### src/rtl/qeou_pkg.sv
// shared types, constants and tables for the quaternion orientation update unit
`default_nettype none
package qeou_pkg;

  // defaults for the top level parameters
  localparam int ANGLE_WIDTH_DEF     = 16;
  localparam int COMPONENT_WIDTH_DEF = 16;
  localparam int CORDIC_STEPS_DEF    = 16;

  // internal datapath widths
  localparam int ZW        = 36;   // cordic angle and vector, Q.32 with headroom
  localparam int TW        = 23;   // sine and cosine, Q.20
  localparam int DW        = 32;   // delta quaternion components, Q.28
  localparam int AMW       = 46;   // first multiplier operand
  localparam int ANG_FRAC  = 32;
  localparam int TABLE_LEN = 24;
  localparam int QDEPTH    = 2;

  // rounding shifts
  localparam int SC_SHIFT    = 12;  // Q.32 to Q.20
  localparam int DELTA_SHIFT = 32;  // Q.60 to Q.28
  localparam int OUT_SHIFT   = 28;  // Q.28 product back to component format

  localparam logic signed [ZW-1:0] CORDIC_GAIN = 36'sd2608131496;
  localparam logic signed [ZW-1:0] PI_Q32      = 36'sd13493037705;
  localparam logic signed [ZW-1:0] HALF_PI_Q32 = 36'sd6746518852;

  // back end sequencer phases
  typedef enum logic [2:0] {
    P_IDLE,
    P_CORDIC,
    P_ROUND,
    P_PAIR,
    P_TRI0,
    P_TRI1,
    P_DSUM,
    P_OUT
  } phase_t;

  // folded half angles of one transaction
  typedef struct packed {
    logic [2:0][ZW-1:0] z;
    logic [2:0]         flip;
  } fold_t;

  // queue status toward the front and back end
  typedef struct packed {
    logic full;
    logic empty;
  } qstat_t;

  // atan(2^-i) in Q.32
  function automatic logic signed [ZW-1:0] atan_q32(input logic [4:0] i);
    logic signed [ZW-1:0] v;
    case (i)
      5'd0:    v = 36'sd3373259426;
      5'd1:    v = 36'sd1991351318;
      5'd2:    v = 36'sd1052175346;
      5'd3:    v = 36'sd534100635;
      5'd4:    v = 36'sd268086748;
      5'd5:    v = 36'sd134174063;
      5'd6:    v = 36'sd67103403;
      5'd7:    v = 36'sd33553749;
      5'd8:    v = 36'sd16777131;
      5'd9:    v = 36'sd8388597;
      5'd10:   v = 36'sd4194303;
      5'd11:   v = 36'sd2097152;
      5'd12:   v = 36'sd1048576;
      5'd13:   v = 36'sd524288;
      5'd14:   v = 36'sd262144;
      5'd15:   v = 36'sd131072;
      5'd16:   v = 36'sd65536;
      5'd17:   v = 36'sd32768;
      5'd18:   v = 36'sd16384;
      5'd19:   v = 36'sd8192;
      5'd20:   v = 36'sd4096;
      5'd21:   v = 36'sd2048;
      5'd22:   v = 36'sd1024;
      5'd23:   v = 36'sd512;
      default: v = '0;
    endcase
    return v;
  endfunction

  // subtracted terms of the hamilton product, bit = multiplier lane
  function automatic logic [3:0] neg_mask(input logic [1:0] comp);
    logic [3:0] m;
    case (comp)
      2'd0:    m = 4'b1110;
      2'd1:    m = 4'b1000;
      2'd2:    m = 4'b0010;
      2'd3:    m = 4'b0100;
      default: m = 4'b0000;
    endcase
    return m;
  endfunction

endpackage
`default_nettype wire

### src/rtl/qeou_front.sv
// front end: half angle scaling and range fold of the three input angles
`default_nettype none
module qeou_front #(
  parameter int ANGLE_WIDTH = qeou_pkg::ANGLE_WIDTH_DEF
) (
  input  wire logic [ANGLE_WIDTH-1:0] in_angle_x,
  input  wire logic [ANGLE_WIDTH-1:0] in_angle_y,
  input  wire logic [ANGLE_WIDTH-1:0] in_angle_z,
  output qeou_pkg::fold_t             fold
);
  import qeou_pkg::*;

  localparam int HSHIFT = ANG_FRAC + 2 - ANGLE_WIDTH;

  logic [2:0][ANGLE_WIDTH-1:0] ang;

  assign ang[0] = in_angle_x;
  assign ang[1] = in_angle_y;
  assign ang[2] = in_angle_z;

  // scale to Q.32 half angle, fold into +-pi/2
  always_comb begin
    logic signed [ZW-1:0] h;
    for (int l = 0; l < 3; l++) begin
      h = ZW'($signed(ang[l])) <<< HSHIFT;
      if (h > HALF_PI_Q32) begin
        fold.z[l]    = h - PI_Q32;
        fold.flip[l] = 1'b1;
      end else if (h < -HALF_PI_Q32) begin
        fold.z[l]    = h + PI_Q32;
        fold.flip[l] = 1'b1;
      end else begin
        fold.z[l]    = h;
        fold.flip[l] = 1'b0;
      end
    end
  end

endmodule
`default_nettype wire

### config.mk
export PLATFORM = sky130hd
export DESIGN_NAME = qeou_front
export DESIGN_NICKNAME = d
export VERILOG_FILES = /design/src/rtl/qeou_pkg.sv /design/src/rtl/qeou_front.sv
export SDC_FILE = /design/constraint.sdc
export NUM_CORES = 1
export LEC_CHECK = 0
export BUFFER_PORTS_ARGS = -buffer_cell sky130_fd_sc_hd__buf_2
export CORE_MARGIN = 1.5
export CORE_UTILIZATION = 49
export DETAILED_ROUTE_END_ITERATION = 6
export GPL_ROUTABILITY_DRIVEN = 1
export PLACE_DENSITY = 0.91
export SLEW_MARGIN = 5
export SYNTH_ARGS = -nofsm -noshare
export SYNTH_HDL_FRONTEND = slang
export SYNTH_SLANG_ARGS = --single-unit
### constraint.sdc
create_clock -name vclk -period 5.8
set_input_delay 1.16 -clock vclk [all_inputs]
set_output_delay 1.16 -clock vclk [all_outputs]
set_load 0.03 [all_outputs]
==> results.txt <==
----------------------------------------------------
[Pwr]
  Leakage ... 1.601 nW
  Total net switching power ... 0.0003291 W
  Portion of total power attributed to sequential cells ... 0
  Internal Dissipation ... roughly 0.00014 W
  Clk network pwr share ... 0
  Total power per unit cell area ... 161.4 nW/um^2
  Switching share of power ... 0.7003
  Power share of the combinational group ... 1.000
  Maximum VDD drop ... 0.08996 mV

[Floorplan]
  Core footprint ... slightly below 5000 sq um
  DIE AREA ... 5552 sq um
  Effective utilization at floorplan ... 0.5203
  Number of top-level pins ... 159
  Die X ... 74.52 microns
  Num rows ... 25
  Height of the die ... 74.52 microns

[STA]
  Worst Tran Pin Value ... 809.3 ps
  Timing-limited maximum frequency ... 187.9 MHz
  Total count of max-transition violations in the final report ... 0
  Total negative slack for setup checks ... 0 ps
  Hold violation count in the final report ... 0
  Worst hold slack ... 2676 ps
  Setup repair after global routing missed its margin ... no
  Fin crit share ... 0.9174
  Number of endpoints failing setup at the final stage ... 0
  Slew headroom ... 0.4588
  Final worst path period need ... 5321 ps

[Synth]
  Post-Synthesis Cell Area ... 2506 sq um
  Warnings, synthesis ... 0
  Synthesized net count ... 430
  Average cell area after synthesis ... between 6 and 7 sq um
  Distinct cells, synth ... 56
  Post-Syn Instances ... 370
  Portion of the post-synthesis area used by sequential elements ... 0

[Placed design]
  DP Cell Count ... 523
  Sum of net half-perimeters after detailed placement ... 5749 microns
  Routability Congestion ... just under 1
  Quantity of I/O buffers inserted on ports ... 159

[Critical path]
  Required time of the critical path ... 4640 ps
  Critical-path cell with the highest stage delay ... sky130_fd_sc_hd__ha_1
  WS Path Type ... primary input to output port
  Kind of capture point of the worst setup path ... output port
  CP Launch Type ... primary input
  Signal arrival time at the worst endpoint ... 4160 ps
  Largest fanout on the critical path ... 12
  Top delay family on crit path ... compound AO/OA/AOI/OAI gates
  Number of buffer and inverter instances along the worst setup path ... 4
  Slowest stage delay, CP ... between 400 and 500 ps
  List of cells traversed by the critical path ... buf_2 -> inv_1 -> ha_1 -> nand2b_1 -> a41o_1 -> a31o_2 -> a311oi_1 -> nor2_1 -> ha_1 -> inv_1 -> a41o_1 -> or4_1 -> xnor2_1 -> buf_2

[Detailed routing]
  Via count ... 2987
  WL/cell ... between 10 and 15 microns
  Detailed-router iteration count before antenna repair ... 4
  Number of DRC violations after detailed routing ... 0
  Routed WL ... 7140 microns
  Violation count after the first detailed-routing iteration ... just over 90
  Vias per cell ... roughly 5.7
  Final antenna-violating net count ... 0

[Worst hold path]
  Min-delay worst type ... primary input to output port

[Final layout]
  Seq_cells ... 0
  Number of standard cells in the final layout excluding fillers ... roughly 520
  Layout overhead on the synthesized area ... 16.18%
  Antenna diode count ... 0
  Number of nets in the layout ... 518
  Layout cell share with drive strength beyond 1 ... 0.3794
  Sequential cell area ... 0 sq um
  Total of clock buffers placed in the layout ... 0

[CTS]
  Setup Fix Bufs, Post-CTS ... 0
  Hold buffer count at CTS ... 0
  Post-CTS sizing ... 0

[Global route]
  Maximum number of pins on one net before global-route repair ... 18
  Number of antenna violations at the first check in global routing ... 0
  Global route total overflow ... 0
  Number of global-route vias before repair ... 2512
  Total track usage ... 0.2325
  Wire length of the first global-routing pass ... about 11000 microns

[Job]
  Maxcap violations ... 0

[Run status]
  Status ... finished clean

----------------------------------------------------
cells in the final DEF (no fill, tap or decap), types with 4 or more instances in the layout:
cell type,n
sky130_fd_sc_hd__o31a_1,5
sky130_fd_sc_hd__inv_1,25
sky130_fd_sc_hd__buf_2,159
sky130_fd_sc_hd__a21o_1,4
sky130_fd_sc_hd__ha_1,12
sky130_fd_sc_hd__a31oi_1,9
sky130_fd_sc_hd__or3_1,4
sky130_fd_sc_hd__nand2_1,34
sky130_fd_sc_hd__mux2i_1,12
sky130_fd_sc_hd__nor2b_1,4
sky130_fd_sc_hd__o21ai_0,18
sky130_fd_sc_hd__xnor2_1,22
sky130_fd_sc_hd__o41a_1,4
sky130_fd_sc_hd__a21oi_1,11
sky130_fd_sc_hd__xor2_1,15
sky130_fd_sc_hd__nor3b_1,8
sky130_fd_sc_hd__a41o_1,8
sky130_fd_sc_hd__nand3_1,13
sky130_fd_sc_hd__and3_1,5
sky130_fd_sc_hd__nor2_1,11
sky130_fd_sc_hd__nor3_1,8
sky130_fd_sc_hd__nand2b_1,9
sky130_fd_sc_hd__o211ai_1,6
sky130_fd_sc_hd__o22ai_1,6
worst paths after layout:
path	start	slack, ps	to	depth (start not counted)
hold / removal	in_angle_z[13]	2680	fold[106]	3
setup / recovery	in_angle_x[0]	480	fold[24]	14
power by group through the flow:
stage | registers (W) | logic [W] | clock network, W
final | 0 | 0.000470 | 0
after floorplan | 0 | 0.000374 | 0
after global routing | 0 | 0.000501 | 0
after detailed placement | 0 | 0.000468 | 0
after global placement | 0 | 0.000459 | 0
after CTS | 0 | 0.000469 | 0
cell type report:
class | instances | area (sq um)
inverter | 25 | 93.84
fill | 482 | 1906
tap | 67 | 83.83
timing repair buffer | 160 | 803.3
multi-input combinational | 271 | 1931
synthesized netlist by cell type, drive strengths merged (8+ instances only):
cell    count  area share
ha         12       0.060
nor3b       8       0.024
nand2b      9       0.022
xor2       15       0.052
nand3      13       0.026
o21ai      21       0.046
nand2      34       0.051
buf        52        0.16
mux2i      12       0.048
nor2       11       0.016
a41o        8       0.032
clkbuf     22       0.033
nor3        8       0.016
inv        25       0.037
a31oi       9       0.022
xnor2      22       0.077
a21oi      11       0.022
metrics by stage:
stage | cell area, sq um | utilization | power, W | setup WS, ps
after global routing | 2912 | 0.6044 | 0.0005014 | 224.5
after CTS | 2912 | 0.6044 | 0.0004689 | 493.2
after global placement | 2912 | 0.6044 | 0.0004589 | 614.4
after floorplan | 2506 | - | 0.0003737 | 871.8
after detailed placement | 2912 | 0.6044 | 0.0004678 | 486.4
final | 2912 | 0.6044 | 0.0004700 | 479.1
kinds of logic after synthesis:
logic type / share of synthesized area
buffers and inverters: 0.2297
adders and majority gates: 0.05991
xor gates and xnor gates: 0.1293
and+or+nand+nor: 0.2431
muxes: 0.05692
AOI/OAI and AO/OA: 0.2811
routing by layer:
layer,wire (microns),share of wire,GRT usage
met4,129,0.018,0.06465
met3,548,0.077,0.01762
met2,3608,0.51,0.4276
met5,0,0,0
met1,2853,0.40,0.2890
No activity file was read; power rests on OpenSTA's default activity.
