$ cat src/rtl/qeou_pkg.sv
// shared types, constants and tables for the quaternion orientation update unit
`default_nettype none
package qeou_pkg;

  // defaults for the top level parameters
  localparam int ANGLE_WIDTH_DEF     = 16;
  localparam int COMPONENT_WIDTH_DEF = 16;
  localparam int CORDIC_STEPS_DEF    = 16;

  // internal datapath widths
  localparam int ZW        = 36;   // cordic angle and vector, Q.32 with headroom
  localparam int TW        = 23;   // sine and cosine, Q.20
  localparam int DW        = 32;   // delta quaternion components, Q.28
  localparam int AMW       = 46;   // first multiplier operand
  localparam int ANG_FRAC  = 32;
  localparam int TABLE_LEN = 24;
  localparam int QDEPTH    = 2;

  // rounding shifts
  localparam int SC_SHIFT    = 12;  // Q.32 to Q.20
  localparam int DELTA_SHIFT = 32;  // Q.60 to Q.28
  localparam int OUT_SHIFT   = 28;  // Q.28 product back to component format

  localparam logic signed [ZW-1:0] CORDIC_GAIN = 36'sd2608131496;
  localparam logic signed [ZW-1:0] PI_Q32      = 36'sd13493037705;
  localparam logic signed [ZW-1:0] HALF_PI_Q32 = 36'sd6746518852;

  // back end sequencer phases
  typedef enum logic [2:0] {
    P_IDLE,
    P_CORDIC,
    P_ROUND,
    P_PAIR,
    P_TRI0,
    P_TRI1,
    P_DSUM,
    P_OUT
  } phase_t;

  // folded half angles of one transaction
  typedef struct packed {
    logic [2:0][ZW-1:0] z;
    logic [2:0]         flip;
  } fold_t;

  // queue status toward the front and back end
  typedef struct packed {
    logic full;
    logic empty;
  } qstat_t;

  // atan(2^-i) in Q.32
  function automatic logic signed [ZW-1:0] atan_q32(input logic [4:0] i);
    logic signed [ZW-1:0] v;
    case (i)
      5'd0:    v = 36'sd3373259426;
      5'd1:    v = 36'sd1991351318;
      5'd2:    v = 36'sd1052175346;
      5'd3:    v = 36'sd534100635;
      5'd4:    v = 36'sd268086748;
      5'd5:    v = 36'sd134174063;
      5'd6:    v = 36'sd67103403;
      5'd7:    v = 36'sd33553749;
      5'd8:    v = 36'sd16777131;
      5'd9:    v = 36'sd8388597;
      5'd10:   v = 36'sd4194303;
      5'd11:   v = 36'sd2097152;
      5'd12:   v = 36'sd1048576;
      5'd13:   v = 36'sd524288;
      5'd14:   v = 36'sd262144;
      5'd15:   v = 36'sd131072;
      5'd16:   v = 36'sd65536;
      5'd17:   v = 36'sd32768;
      5'd18:   v = 36'sd16384;
      5'd19:   v = 36'sd8192;
      5'd20:   v = 36'sd4096;
      5'd21:   v = 36'sd2048;
      5'd22:   v = 36'sd1024;
      5'd23:   v = 36'sd512;
      default: v = '0;
    endcase
    return v;
  endfunction

  // subtracted terms of the hamilton product, bit = multiplier lane
  function automatic logic [3:0] neg_mask(input logic [1:0] comp);
    logic [3:0] m;
    case (comp)
      2'd0:    m = 4'b1110;
      2'd1:    m = 4'b1000;
      2'd2:    m = 4'b0010;
      2'd3:    m = 4'b0100;
      default: m = 4'b0000;
    endcase
    return m;
  endfunction

endpackage
`default_nettype wire

$ cat src/rtl/qeou_queue.sv
// short queue of folded transactions between front and back end
`default_nettype none
module qeou_queue (
  input  wire logic            clk,
  input  wire logic            rst_n,
  input  wire logic            push,
  input  qeou_pkg::fold_t      push_data,
  input  wire logic            pop,
  output qeou_pkg::fold_t      pop_data,
  output qeou_pkg::qstat_t     stat
);
  import qeou_pkg::*;

  localparam int PTRW = (QDEPTH > 1) ? $clog2(QDEPTH) : 1;
  localparam int CNTW = $clog2(QDEPTH + 1);

  fold_t           mem [QDEPTH];
  logic [PTRW-1:0] wr_ptr_r, wr_ptr_nxt;
  logic [PTRW-1:0] rd_ptr_r, rd_ptr_nxt;
  logic [CNTW-1:0] cnt_r, cnt_nxt;
  logic            do_push, do_pop;

  assign stat.full  = (cnt_r == CNTW'(QDEPTH));
  assign stat.empty = (cnt_r == '0);
  assign do_push    = push && !stat.full;
  assign do_pop     = pop && !stat.empty;
  assign pop_data   = mem[rd_ptr_r];

  // pointer and fill count update
  always_comb begin
    wr_ptr_nxt = wr_ptr_r;
    rd_ptr_nxt = rd_ptr_r;
    cnt_nxt    = cnt_r;
    if (do_push) begin
      wr_ptr_nxt = (wr_ptr_r == PTRW'(QDEPTH - 1)) ? '0 : wr_ptr_r + PTRW'(1);
    end
    if (do_pop) begin
      rd_ptr_nxt = (rd_ptr_r == PTRW'(QDEPTH - 1)) ? '0 : rd_ptr_r + PTRW'(1);
    end
    if (do_push && !do_pop) begin
      cnt_nxt = cnt_r + CNTW'(1);
    end else if (do_pop && !do_push) begin
      cnt_nxt = cnt_r - CNTW'(1);
    end
  end

  always_ff @(posedge clk) begin
    if (!rst_n) begin
      wr_ptr_r <= '0;
      rd_ptr_r <= '0;
      cnt_r    <= '0;
    end else begin
      wr_ptr_r <= wr_ptr_nxt;
      rd_ptr_r <= rd_ptr_nxt;
      cnt_r    <= cnt_nxt;
    end
  end

  // entry storage
  always_ff @(posedge clk) begin
    if (do_push) begin
      mem[wr_ptr_r] <= push_data;
    end
  end

endmodule
`default_nettype wire

$ cat config.mk
export PLATFORM = sky130hd
export DESIGN_NAME = qeou_queue
export DESIGN_NICKNAME = d
export VERILOG_FILES = /design/src/rtl/qeou_pkg.sv /design/src/rtl/qeou_queue.sv
export SDC_FILE = /design/constraint.sdc
export NUM_CORES = 1
export LEC_CHECK = 0
export BUFFER_PORTS_ARGS = -buffer_cell sky130_fd_sc_hd__buf_2
export CAP_MARGIN = 20
export CORE_MARGIN = 2
export CORE_UTILIZATION = 56
export DETAILED_ROUTE_END_ITERATION = 6
export GPL_ROUTABILITY_DRIVEN = 0
export PLACE_DENSITY = 0.91
export RECOVER_POWER = 50
export SLEW_MARGIN = 40
export SYNTH_ARGS = -nofsm -noshare
export SYNTH_HDL_FRONTEND = slang
export SYNTH_SLANG_ARGS = --single-unit
$ cat constraint.sdc
create_clock -name clk -period 12.3 [get_ports clk]
set_input_delay 1.845 -clock clk [delete_from_list [all_inputs] [get_ports clk]]
set_output_delay 1.845 -clock clk [all_outputs]
set_load 0.01 [all_outputs]
==> results of run 1 <==
## metal layers
layer,global-route usage,vias up
li1,-,1951
met1,0.2343,2076
met2,0.3269,187
met3,0.05991,24
met4,0.04706,0
met5,0,-
## per-stage QoR
step,power (mW),hold WS (ns),area [um^2],utilization
floorplan,1.359,0.4833,8269,-
global placement,1.505,0.4986,9562,0.6604
detailed placement,1.526,0.5223,9569,0.6609
CTS,2.177,0.5316,10270,0.7093
global route,2.243,0.5679,10170,0.7021
finish,2.149,0.5424,10170,0.7021
## cells in the mapped netlist
cell type / instances / area share
nand2b_1: 1 / 0.00076
ha_1: 1 / 0.0015
o21a_1: 1 / 0.00091
and3_1: 1 / 0.00076
or3_1: 1 / 0.00076
mux2_2: 111 / 0.15
inv_1: 2 / 0.00091
xnor2_1: 2 / 0.0021
and2_1: 3 / 0.0023
edfxtp_1: 222 / 0.81
a21boi_0: 1 / 0.00091
o21ai_1: 1 / 0.00060
buf_4: 1 / 0.00091
a21boi_1: 1 / 0.00091
nor3_2: 1 / 0.0012
nor2_1: 2 / 0.00091
buf_6: 9 / 0.012
dfxtp_1: 5 / 0.012
buf_2: 2 / 0.0012
xor2_1: 1 / 0.0011
o21ai_0: 1 / 0.00060
## worst max path at each step
stage                         from                  end  slack (ns)  cells after the start
after global routing      register        pop_data[110]        7.88                      3
after global placement    register        pop_data[110]        8.34                      3
after CTS                 register          pop_data[6]        7.77                      3
after detailed placement  register         pop_data[11]        8.31                      3
after floorplan               push  mem[0][0]$_DFFE_PP_        5.52                      2
final                     register        pop_data[110]        8.04                      3
## flip-flops by register name (all words and copies together) (netlist names), named ones only
| name | count |
|---|---|
| wr_ptr_r | 1 |
| rd_ptr_r | 1 |
| mem | 222 |
| cnt_r | 2 |
## power by group through the flow
| stage | Combinational (mW) | Sequential (mW) | Clock, mW |
|---|---|---|---|
| floorplan | 0.340 | 1.02 | 0 |
| detailed placement | 0.491 | 1.03 | 0 |
| global route | 0.520 | 1.03 | 0.690 |
| CTS | 0.496 | 1.02 | 0.661 |
| global placement | 0.477 | 1.03 | 0 |
| finish | 0.483 | 1.02 | 0.645 |
## final cells by class
type,count,area share
sequential,227,0.6660
clock inverter,11,0.01009
inverter,2,0.0007385
clock buffer,29,0.05883
tap,184,0.02265
multi-input combinational,129,0.1349
timing repair buffer,231,0.1068
## cell usage in the layout (no fill, tap or decap)
cell type	netlist	routed
nor3_1	0	1
clkbuf_1	0	76
and2_1	3	1
edfxtp_1	222	222
clkinv_2	0	4
nand2b_1	1	1
xnor2_1	2	2
ha_1	1	1
clkinv_1	0	4
buf_2	2	157
o21ai_0	1	2
buf_1	0	1
clkinvlp_4	0	1
dfxtp_1	5	4
or3_1	1	1
o21a_1	1	1
a21boi_0	1	2
nor2_1	2	2
inv_1	2	2
and3_1	1	1
bufinv_16	0	2
clkbuf_16	0	23
buf_6	9	3
mux2_2	111	111
dfxtp_4	0	1
and2_0	0	2
xor2_1	1	1
## tightest hold or removal path: stages, from the launching register on
cell	delay, ns
dfxtp_1	0.34
o21ai_0	0.08
a21boi_0	0.08
## cells by family after synthesis
| logic type | Yosys count | share of synthesized area |
|---|---|---|
| compound gates | 5 | 0.003934 |
| xor+xnor | 3 | 0.003178 |
| fa+ha+maj | 1 | 0.001513 |
| buf+inv | 14 | 0.01528 |
| flops | 227 | 0.8183 |
| mux | 111 | 0.1512 |
| simple gates | 9 | 0.006660 |
==> results.cfg, run 1 <==
[run_status]
status = complete, but fails checks
violations = capacitance limit, slew limit

[sta]
fin_ws_ns = 8.041
tightest_slew_ns = 2.249
tns_ns = 0
hold_viol = 0
maxSlewViolCount = 86
final_period_minus_worst_setup_slack_ns = 4.259
finalSetupViolCount = 0
slew_headroom = -0.4994
fin_crit_sh = 0.3463
skew_ns = 0.006394
fmaxAchievable_mhz = 234.8
rsz0062_at_grt = no

[critical_path]
required_ns = 10.45
crit_slowest_cell = dfxtp_4
reg2reg_from = cnt_r[0]$_SDFFE_PN0P_
cp_cell_sequence = buf_6 -> mux2_2 -> buf_2
rr_worst_depth = 3
reg2reg_slack_ns = 9.06
start_kind = register
end_kind = primary output
cpLargestDelayFamily = flip-flops
path_class = register to primary output
r2r-end = mem[1][104]$_DFFE_PP_
crit_arrival_ns = 2.41
path_buf_inv = 2
crit_path_max_incr_delay_ns = 0.73
path_max_fanout = 67

[clocking]
clockBufferDepth = 3
post_cts_buffers = 0
path_clk_slew_ns = 0.06
cts_htree_levels = 1
holdBufCountCts = 0
cts-root-buf = clkbuf_16
worstSkewPairLatency_ns = 0.49
clock-sinks = 227
cts_resized = 0
tritoncts = yes
cts_made_buffers = 22

[power]
ir_worst_vdd_mv = 0.1485
pwr-share-clk = 0.300
seqPwrFrac = 0.475
internal_power_mw = 1.587
p_leak_nw = 3.640
power_frac_comb = 0.225
p_sw_mw = 0.5626
power_density_nw_per_um2 = 211.4
switching_share = 0.2618

[global_routing]
grt_overflow_total = 0
grt_pass1_wl_um = 23370
grt_usage = 0.1892
grt_max_degree = 72
antenna_found_initial = 0
grt_pass1_vias = 4470

[place]
pre_cts_slack_ns = 8.305
port_buffers = 227
place_inst = 773
dp_hpwl_um = 9743

[layout]
drive_gt1_frac = 0.4801
diodes = 0
stdcell_count = 813
areaGrowthSynthToFinish_pct = 22.94
ff_latch_area_um2 = 6770
multiInputGateArea_um2 = 1371
fillers = 926
finalNetCount = 729

[floorplan]
die_h_um = 125.5
rows = 44
die-area_um2 = 15750
fp.coreArea_um2 = 14480
start_util = 0.5711
die_width_um = 125.5
ioPinCount = 228

[drt]
met3_length_um = 1309
wirelength_um = 15260
ant_nets = 0
met1_length_um = 5835
wl_per_cell_um = 18.77
drc = 0
met2_length_um = 7832
vias = 4238
routed_via_density = 5.213
first_pass_iters = 4
top_layer_used = met4
drtIter0Drc = 220

[worst_hold_path]
min_path_type = register to register
hold_end = cnt_r[1]$_SDFFE_PN0P_
min_from = cnt_r[1]$_SDFFE_PN0P_
holdPathStages = 2

[logic_synthesis]
synth.distinct_cells = 21
ys_warn_count = 0
syn-cell-area_um2 = 8269
yosysSeqAreaShare = 0.8183
synth-seq-cells = 227
synth_fp_nets = 486
syn_inst = 370
syn_area_per_cell_um2 = 22.35

[flow_run]
cap_violations = 2
Note: power is estimated with default switching activity, not from simulation.
==> run 2: changes to the inputs <==
CORE_UTILIZATION = 47   (was 56)
PLACE_DENSITY = 0.82   (was 0.91)
clock period = 3.75 ns   (was 12.3 ns; I/O delays follow)
==> results.cfg, run 2 (synthesized netlist as in run 1, its figures left out) <==
[run_status]
status = finished clean

[layout]
areaGrowthSynthToFinish_pct = 24.39
finalNetCount = 731
stdcell_count = 857
regMostFlops = mem
final_area_um2 = 10290
fillers = 1285
diodes = 0
ff_latch_area_um2 = 6770
largest_reg_flops = 222
top_regs = mem: 222 flops, cnt_r: 2 flops
final_cell_mix = edfxtp_1, buf_2, mux2_2
mostFrequentLayoutCell = edfxtp_1
multiInputGateArea_um2 = 1383
final_util = 0.5968
drive_gt1_frac = 0.5127

[sta]
slew_headroom = 0.3278
rsz0062_at_grt = no
fmaxAchievable_mhz = 324.9
maxSlewViolCount = 0
hold_slack_ns = 0.2520
tns_ns = 0
tightest_slew_ns = 1.008
fin_crit_sh = 0.8206
fin_ws_ns = 0.6726
skew_ns = 0.007100
hold_viol = 0
finalSetupViolCount = 0
final_period_minus_worst_setup_slack_ns = 3.077

[clocking]
cts_htree_levels = 1
clock-sinks = 227
tritoncts = yes
cts_resized = 0
path_clk_slew_ns = 0.06
post_cts_buffers = 0
cts-root-buf = clkbuf_16
clockBufferDepth = 3
cts_made_buffers = 23
holdBufCountCts = 0
worstSkewPairLatency_ns = 0.50

[floorplan]
rows = 48
ioPinCount = 228
die_h_um = 136.6
fp.coreArea_um2 = 17240
start_util = 0.4797
die_width_um = 136.6
die-area_um2 = 18670

[critical_path]
cpLargestDelayFamily = buffers and inverters
start_kind = register
crit_slowest_cell = clkbuf_2
end_kind = register
crit_path_max_incr_delay_ns = 0.90
required_ns = 3.91
path_buf_inv = 2
path_max_fanout = 56
crit_arrival_ns = 3.24
path_class = register to register
cp_cell_sequence = nand2b_1 -> and3_1 -> clkbuf_2 -> buf_12

[global_routing]
grt_overflow_total = 0
grt_usage = 0.1552
grt_max_degree = 61
grt_pass1_wl_um = 22420
grt_pass1_vias = 4475
antenna_found_initial = 0

[place]
place_inst = 814
port_buffers = 227
pre_cts_slack_ns = 1.421
place_area_um2 = 9638
dp_hpwl_um = 9922

[power]
internal_power_mw = 5.218
switching_share = 0.2618
pwr-share-clk = 0.302
p_leak_nw = 3.712
p_total_mw = 7.068
power_density_nw_per_um2 = 687.1
p_sw_mw = 1.850
power_frac_comb = 0.224
seqPwrFrac = 0.474
ir_worst_vdd_mv = 0.5225

[drt]
wl_per_cell_um = 17.72
first_pass_iters = 4
wirelength_um = 15190
routed_via_density = 4.931
drc = 0
drtIter0Drc = 203
vias = 4226
ant_nets = 0

[flow_run]
cap_violations = 0

[worst_hold_path]
min_path_type = input pin to register
## run 2: cell types whose count changed in the layout (fill, tap and decap cells not counted), sizes merged
cell    change
buf        +18
inv         +1
clkbuf     -18
clkinv      +2
## run 2: area by class of cell
type / instances / share of cell area
Clock buffer: 28 / 0.05778
Sequential cell: 227 / 0.6582
Clock inverter: 14 / 0.01156
Multi-Input combinational cell: 129 / 0.1344
Timing Repair Buffer: 232 / 0.1100
Tap cell: 225 / 0.02737
Inverter: 2 / 0.0007298
## run 2: path summary, 6_finish.rpt
check / startpoint / endpoint / slack (ns) / depth (start not counted)
min reg2reg: cnt_r[1]$_SDFFE_PN0P_ / cnt_r[1]$_SDFFE_PN0P_ / 0.56 / 2
min: push_data[49] / mem[0][49]$_DFFE_PP_ / 0.25 / 1
max: cnt_r[0]$_SDFFE_PN0P_ / mem[1][63]$_DFFE_PP_ / 0.67 / 4
max reg2reg: cnt_r[0]$_SDFFE_PN0P_ / mem[1][63]$_DFFE_PP_ / 0.67 / 4
## run 2: per-layer routing
metal	wire, um	vias to the layer above	global-route usage
met5	0	-	0
li1	-	1963	-
met4	324	0	0.04861
met1	5921	2053	0.1845
met3	1262	28	0.04296
met2	7681	182	0.2739
## run 2: power by group through the flow
stage	registers [mW]	clock network, mW	logic [mW]
finish	3.35	2.13	1.59
global route	3.39	2.29	1.71
CTS	3.36	2.19	1.63
detailed placement	3.41	0	1.61
global placement	3.38	0	1.57
floorplan	3.32	0	1.12
==> run 3: changes to the inputs <==
clock period = 2.75 ns   (was 3.75 ns; I/O delays follow)
==> results.cfg, run 3 (synthesized netlist as in run 1, its figures left out) <==
[power]
seqPwrFrac = 0.463
power_frac_comb = 0.238
power_density_nw_per_um2 = 938.8
p_leak_nw = 3.682
switching_share = 0.2614
ir_worst_vdd_mv = 0.7903
pwr-share-clk = 0.299
internal_power_mw = 7.138
p_sw_mw = 2.526

[floorplan]
rows = 48
start_util = 0.4797
die_h_um = 136.6
die-area_um2 = 18670
fp.coreArea_um2 = 17240
die_width_um = 136.6
ioPinCount = 228

[sta]
fmaxAchievable_mhz = 415.3
fin_crit_sh = 0.8757
tightest_slew_ns = 1.469
rsz0062_at_grt = no
slew_headroom = 0.02064
skew_ns = 0.01179
maxSlewViolCount = 0
finalSetupViolCount = 0
hold_viol = 0
final_period_minus_worst_setup_slack_ns = 2.408

[layout]
final_cell_mix = edfxtp_1, buf_2, mux2_2
diodes = 0
top_regs = mem: 222 flops, cnt_r: 2 flops
stdcell_count = 855
regMostFlops = mem
largest_reg_flops = 222
finalNetCount = 730
mostFrequentLayoutCell = edfxtp_1
drive_gt1_frac = 0.5000
areaGrowthSynthToFinish_pct = 24.48
final_util = 0.5972

[drt]
wirelength_um = 15300
met1_length_um = 6058
vias = 4189
drtIter0Drc = 177
met3_length_um = 1325
first_pass_iters = 4
drc = 0
ant_nets = 0
top_layer_used = met4
routed_via_density = 4.899
wl_per_cell_um = 17.89
met2_length_um = 7700

[clocking]
cts_htree_levels = 1
worstSkewPairLatency_ns = 0.49
clockBufferDepth = 3
path_clk_slew_ns = 0.06
tritoncts = yes
holdBufCountCts = 0
cts_made_buffers = 22
cts-root-buf = clkbuf_16
post_cts_buffers = 0
cts_resized = 0
clock-sinks = 227

[global_routing]
grt_pass1_vias = 4365
antenna_found_initial = 1
grt_usage = 0.1539
grt_pass1_wl_um = 22140
grt_max_degree = 112
grt_overflow_total = 0

[critical_path]
end_kind = register
path_max_fanout = 29
start_kind = register
crit_arrival_ns = 2.56
path_class = register to register
required_ns = 2.90

[run_status]
status = finished clean

[place]
dp_hpwl_um = 10090
port_buffers = 227
place_inst = 815

[worst_hold_path]
min_path_type = input pin to register

[flow_run]
cap_violations = 0
run 3: area by class of cell:
cell class,instances,area [um^2]
fill,1306,6943
sequential,227,6771
inverter,2,10.01
tap,225,281.5
clock inverter,10,73.82
clock buffer,30,641.9
multi-input combinational,129,1390
timing repair buffer,232,1125
run 3: per-stage QoR:
step                hold slack [ns]  setup WS (ns)  power [mW]  area, um^2  TNS (ns)
floorplan                    0.5114        -0.9098       6.067        8288   -101.82
global placement             0.5327         0.9280       6.810        9682         0
detailed placement           0.5668         0.9148       6.899        9682         0
CTS                         0.08173         0.3848       9.816       10400         0
global route                0.08165         0.1693       10.09       10290         0
finish                       0.1031         0.3419       9.664       10290         0
run 3: critical path, stage by stage (launching register included):
cell and delay, ns:
dfxtp_2 0.37, nand2b_4 0.15, and3_1 0.99, buf_4 0.53
run 3: path summary, 6_finish.rpt:
kind / slack (ns) / endpoint / cells after the start / startpoint
worst min register to register: 0.56 / cnt_r[1]$_SDFFE_PN0P_ / 2 / cnt_r[1]$_SDFFE_PN0P_
worst max register to register: 0.34 / mem[1][35]$_DFFE_PP_ / 3 / cnt_r[0]$_SDFFE_PN0P_
worst min-delay path: 0.10 / mem[1][87]$_DFFE_PP_ / 1 / push_data[87]
worst max-delay path: 0.34 / mem[1][35]$_DFFE_PP_ / 3 / cnt_r[0]$_SDFFE_PN0P_
run 3: per-layer routing:
metal / global-route usage / vias up
met1: 0.1880 / 2050
met4: 0.03819 / 0
met5: 0 / -
li1: - / 1959
met2: 0.2656 / 159
met3: 0.05000 / 21
run 3: power by group through the flow:
stage / registers, mW / clock network [mW] / logic (mW)
2_1_floorplan: 4.53 / 0 / 1.54
3_3_place_gp: 4.51 / 0 / 2.30
3_5_place_dp: 4.54 / 0 / 2.36
4_1_cts: 4.47 / 2.97 / 2.37
5_1_grt: 4.51 / 3.11 / 2.48
6_report: 4.47 / 2.89 / 2.30
